--- config.mk ---
export PLATFORM = sky130hd
export DESIGN_NAME = idgf_div_step
export DESIGN_NICKNAME = d
export VERILOG_FILES = /design/src/hdl/idgf_pkg.sv /design/src/hdl/idgf_div_step.sv
export SDC_FILE = /design/constraint.sdc
export NUM_CORES = 1
export LEC_CHECK = 0
export BUFFER_PORTS_ARGS = -buffer_cell sky130_fd_sc_hd__buf_2
export CAP_MARGIN = 25
export CORE_AREA = 2 2 209 211
export DETAILED_ROUTE_END_ITERATION = 10
export DIE_AREA = 0 0 211 213
export PLACE_DENSITY_LB_ADDON = 0.12
export SLEW_MARGIN = 10
export SYNTH_ARGS = -nofsm -noshare
export SYNTH_HDL_FRONTEND = slang
export SYNTH_SLANG_ARGS = --single-unit
--- constraint.sdc ---
create_clock -name clk_i -period 2.15 [get_ports clk_i]
set_input_delay 0.5375 -clock clk_i [delete_from_list [all_inputs] [get_ports clk_i]]
set_output_delay 0.5375 -clock clk_i [all_outputs]
set_load 0.02 [all_outputs]
--- src/hdl/idgf_pkg.sv ---
package idgf_pkg;

  localparam int unsigned DataW = 32;
  localparam int unsigned ThrW  = 16;
  localparam int unsigned ProdW = 2 * DataW;
  localparam int unsigned SumW  = DataW + 1;
  localparam int unsigned DivSteps = DataW;

  localparam logic [ThrW-1:0] ThrReset = 16'd768;

  // Per-item context that travels beside the divider.
  typedef struct packed {
    logic             pvalid;
    logic             fuse;
    logic             wzero;
    logic             neg;
    logic             gate_ok;
    logic [DataW-1:0] pm;
    logic [DataW-1:0] mm;
    logic [DataW-1:0] mv;
  } side_t;

  // State of the two restoring dividers that share one divisor.
  // The nq field holds the dividend bits still to come at the top and the
  // quotient bits already found at the bottom.
  typedef struct packed {
    logic [SumW-1:0]  w;
    logic [SumW-1:0]  rem_a;
    logic [DataW-1:0] nq_a;
    logic [SumW-1:0]  rem_b;
    logic [DataW-1:0] nq_b;
  } div_t;

endpackage

--- src/hdl/idgf_div_step.sv ---
module idgf_div_step (
  input  logic            clk_i,
  input  logic            rst_ni,
  input  logic            en_i,
  input  logic            vld_i,
  input  idgf_pkg::side_t side_i,
  input  idgf_pkg::div_t  div_i,
  output logic            vld_o,
  output idgf_pkg::side_t side_o,
  output idgf_pkg::div_t  div_o
);

  localparam int unsigned DW = idgf_pkg::DataW;
  localparam int unsigned SW = idgf_pkg::SumW;

  logic [SW:0]   ta, tb, wx, da, db;
  logic          ge_a, ge_b;
  idgf_pkg::div_t div_d;

  always_comb begin
    wx   = {1'b0, div_i.w};
    ta   = {div_i.rem_a, div_i.nq_a[DW-1]};
    tb   = {div_i.rem_b, div_i.nq_b[DW-1]};
    ge_a = (ta >= wx);
    ge_b = (tb >= wx);
    da   = ta - wx;
    db   = tb - wx;
    div_d.w     = div_i.w;
    div_d.rem_a = ge_a ? da[SW-1:0] : ta[SW-1:0];
    div_d.rem_b = ge_b ? db[SW-1:0] : tb[SW-1:0];
    div_d.nq_a  = {div_i.nq_a[DW-2:0], ge_a};
    div_d.nq_b  = {div_i.nq_b[DW-2:0], ge_b};
  end

  always_ff @(posedge clk_i or negedge rst_ni) begin
    if (!rst_ni) begin
      vld_o <= 1'b0;
    end else if (en_i) begin
      vld_o <= vld_i;
    end
  end

  always_ff @(posedge clk_i) begin
    if (en_i) begin
      side_o <= side_i;
      div_o  <= div_d;
    end
  end

endmodule

==> summary.log <==
qor: yosys.synth_top_family_by_area compound AO/OA/AOI/OAI gates
qor: cells_and_area.layout_commonest_cell buf_2
qor: yosys.synth_ff_type edfxtp_1
qor: routing.final_antenna_net_count 0
qor: routing.route.vias.total 10,867
qor: yosys.synth_top_area_share 62.81%
qor: sta.max_slew.worst_pin.slew 710.8 ps
qor: cells_and_area.finalNetCount 2,101
qor: floorplanning.chipWidth 211 µm
qor: grt.top_usage_layer met2
qor: cells_and_area.filler_cell_count 3,983
qor: cts.clkLatencyLatePin 540 ps
qor: yosys.synth_sequential_area_ratio 63.01%
qor: yosys.warnings_from_yosys 0
qor: floorplanning.io_pins 533
qor: cts.cts_max_level 2
qor: setup_path.cp.arrival 3510 ps
qor: grt.antenna_found_initial 13
qor: cts.numCtsBuffers 34
qor: grt.grtUsageMet3 7.222%
qor: min_path.hp-class in -> reg
qor: cells_and_area.layout-drive-gt1-share 55.39%
qor: grt.global_route_wire_length_before_repair 68,610 µm
qor: grt.groute.usage.overall 20.93%
qor: routing.drc 0
qor: cells_and_area.layoutNonFillerInstCount 2,340
qor: place.number_of_buffer_cells_added_on_primary_ports 532
qor: floorplanning.fp-row-count 76
qor: sta.finalMaxSlewViolations 0
qor: yosys.synth_simple_gate_area_share 7.029%
qor: yosys.synthMuxAreaShare 5.096%
qor: routing.detailedRoute.firstPassIterationCount 4
qor: yosys.yosys.area.top_type edfxtp_1
qor: yosys.netlist_top_cells_area edfxtp_1 (63%), ha_1 (6.5%), a21oi_1 (2.3%)
qor: sta.report.final.hold_viol_count 0
qor: routing.detail_route.wirelength 48,840 µm
qor: routing.first_iter_violations 525
qor: yosys.synth_compound_gate_area_share 12.03%
qor: sta.max_clock_freq 0.3107 GHz
qor: floorplanning.initial_core_util 29.56%
qor: run_status.failing_checks setup timing
qor: cells_and_area.layout.cells.most_common_list buf_2 (528), buf_4 (277), edfxtp_1 (264)
qor: yosys.synthesis.instances 916
qor: routing.post_drt_wl_per_cell 20.87 µm
qor: grt.remaining_global_route_overflow 0
qor: yosys.yosys_register_bits 265
qor: setup_path.worstRegToRegCells 1
qor: yosys.synth-edff-count 264
qor: grt.grt_start_max_net_pins 57
qor: setup_path.worstSetupEndpointType flop
qor: setup_path.critical_path_peak_fanout 3
qor: grt.grt_pass1_vias 11,049
qor: setup_path.crit_required 2440 ps
qor: sta.final.setup.tns -58,550 ps
qor: place.placedCellCount 2,243
qor: yosys.synthesis.nets 1,252
qor: sta.period_needed 3219 ps
qor: sta.grt_setup_unrepaired true
qor: flow_run.max_cap_violations 0
qor: floorplanning.die_area 44,940 µm²
qor: place.half_perimeter_wire_length_after_detailed_placement 38,940 µm
qor: yosys.avgSynthCellArea 13.78 µm²
qor: place.routabilityCongestion 0.8778
qor: run_status.status finished with violations
qor: cts.clock_sinks 265
qor: sta.period_share 149.7%
qor: yosys.synth_async_reset_ratio 0.3774%
qor: power_and_ir_drop.ir_drop 0.4954 mV
qor: yosys.mappedNetlistArea 12,620 µm²
qor: cts.tritoncts_clock_tree done
qor: power_and_ir_drop.power.static_leakage 9.210 nW
qor: floorplanning.core 42,700 µm²
qor: power_and_ir_drop.power_density_over_the_cells 829.3 nW/µm²
qor: setup_path.timing.setup.critical_path_class in -> reg
qor: sta.setup_ws -1069 ps
qor: grt.grt.met1_usage 24.03%
qor: sta.worst_clock_skew 0 ps
qor: yosys.synthDistinctLibCells 70
qor: sta.setup_viol_count_final 68
qor: sta.hold_ws 167.3 ps
qor: cts.root_buffer clkbuf_16
qor: floorplanning.die_h 213 µm
qor: cells_and_area.fin_util 46.68%
qor: cts.clk_path_buf_depth 3
qor: routing.routed_via_density 4.644
qor: sta.timing.slew.headroom 51.39%
qor: min_path.timing.hold.worst_path_depth 1
qor: cts.clk_transition_reported_paths 60 ps
qor: cells_and_area.syn_to_final_growth 57.92%
qor: yosys.synth_xor_xnor_area_share 3.262%
qor: yosys.synth-adder-area-share 6.860%
qor: grt.grt_util_met2 36.68%
qor: setup_path.setup.worst_path.start_class primary input
==> power breakdown <==
group	switching [mW]	internal (mW)	total, mW
sequential	0.140	6.30	6.44
combinational	2.27	1.88	4.15
clock	2.34	3.60	5.93
total	4.75	11.8	16.5
==> cells by family (layout without fill, tap and decap cells) <==
group                    count (synthesis)  count (layout)
multiplexers                            51              51
AO/OA/AOI/OAI                          223             223
flip-flops                             265             265
buffers and inverters                   83             956
other                                    0               5
adder cells (fa/ha/maj)                 68              68
AND/OR/NAND/NOR                        179             179
XOR/XNOR                                47              47
==> stage by stage <==
stage	setup WS, ps	area (µm²)	power [mW]
floorplan	-1559	12810	8.563
global placement	-1786	18140	10.45
detailed placement	-1891	18140	10.47
CTS	-1082	19840	16.71
global route	-1152	19920	17.24
finish	-1069	19930	16.53
==> per-layer routing <==
metal	routed length (µm)	share of wire, %
met1	19200	39
met2	24230	50
met3	3930	8.0
met4	1381	2.8
met5	101	0.21
==> critical path, cell delays in order <==
cell	delay, ps
buf_8	110
inv_12	40
ha_4	120
inv_2	40
fa_2	330
a21o_1	190
a221oi_2	250
buf_4	180
o221ai_4	90
a2111o_1	450
a211oi_2	310
o31a_4	170
o21a_4	160
buf_4	130
buf_8	110
mux2_4	290
==> what timing repair did <==
action,CTS,global route
buffers inserted,23,6
endpoints found under the setup margin,68,68
resized for setup,65,13
gates cloned,5,0
hold buffers,1,0
pin swaps,19,15
hold endpoints to repair,1,0
==> final timing paths <==
kind	startpoint	endpoint	slack [ps]
setup / recovery	div_i[31]	div_o[33]	-1070
hold reg to reg	vld_o	vld_o	510
min in group asynchronous	rst_ni	vld_o	300
hold / removal	side_i[8]	side_o[8]	170
setup reg to reg	vld_o	vld_o	1410
max in group asynchronous	rst_ni	vld_o	1770
==> synth_stat cells, types with 3 or more instances <==
library cell	instances
nor2b_1	6
mux2_1	22
xor2_1	15
or2_2	5
nand4_1	13
mux2_2	8
o211ai_1	10
o21bai_1	5
nand2_1	40
inv_1	58
o31a_1	3
nor4_1	3
or3_1	3
a21oi_1	57
o31ai_1	12
buf_2	3
nor3_1	17
nor2_1	48
a31oi_1	7
ha_1	66
clkbuf_1	17
and3_1	10
a31o_2	4
a211oi_1	7
nand3_1	17
mux2_4	19
xnor2_1	32
a21boi_0	5
a21o_1	37
o21a_1	13
o21ai_0	34
buf_6	3
edfxtp_1	264
==> state kept, by name (all words and copies together) (netlist names) <==
name / cells
div_o: 163
vld_o: 1
side_o: 101
==> final cells by class <==
cell class | count | area [µm²] | area share (%)
inverters | 60 | 279.0 | 1.400
clock inverters | 22 | 269.0 | 1.350
flip-flops and latches | 265 | 7953 | 39.90
multi-input cells | 568 | 4643 | 23.30
well taps | 546 | 683.2 | 3.428
repair buffers | 831 | 5119 | 25.68
diodes | 5 | 12.51 | 0.06278
clock buffers | 38 | 887.1 | 4.451
repair inverters | 5 | 85.08 | 0.4269
(Power assumes the default switching activity.)
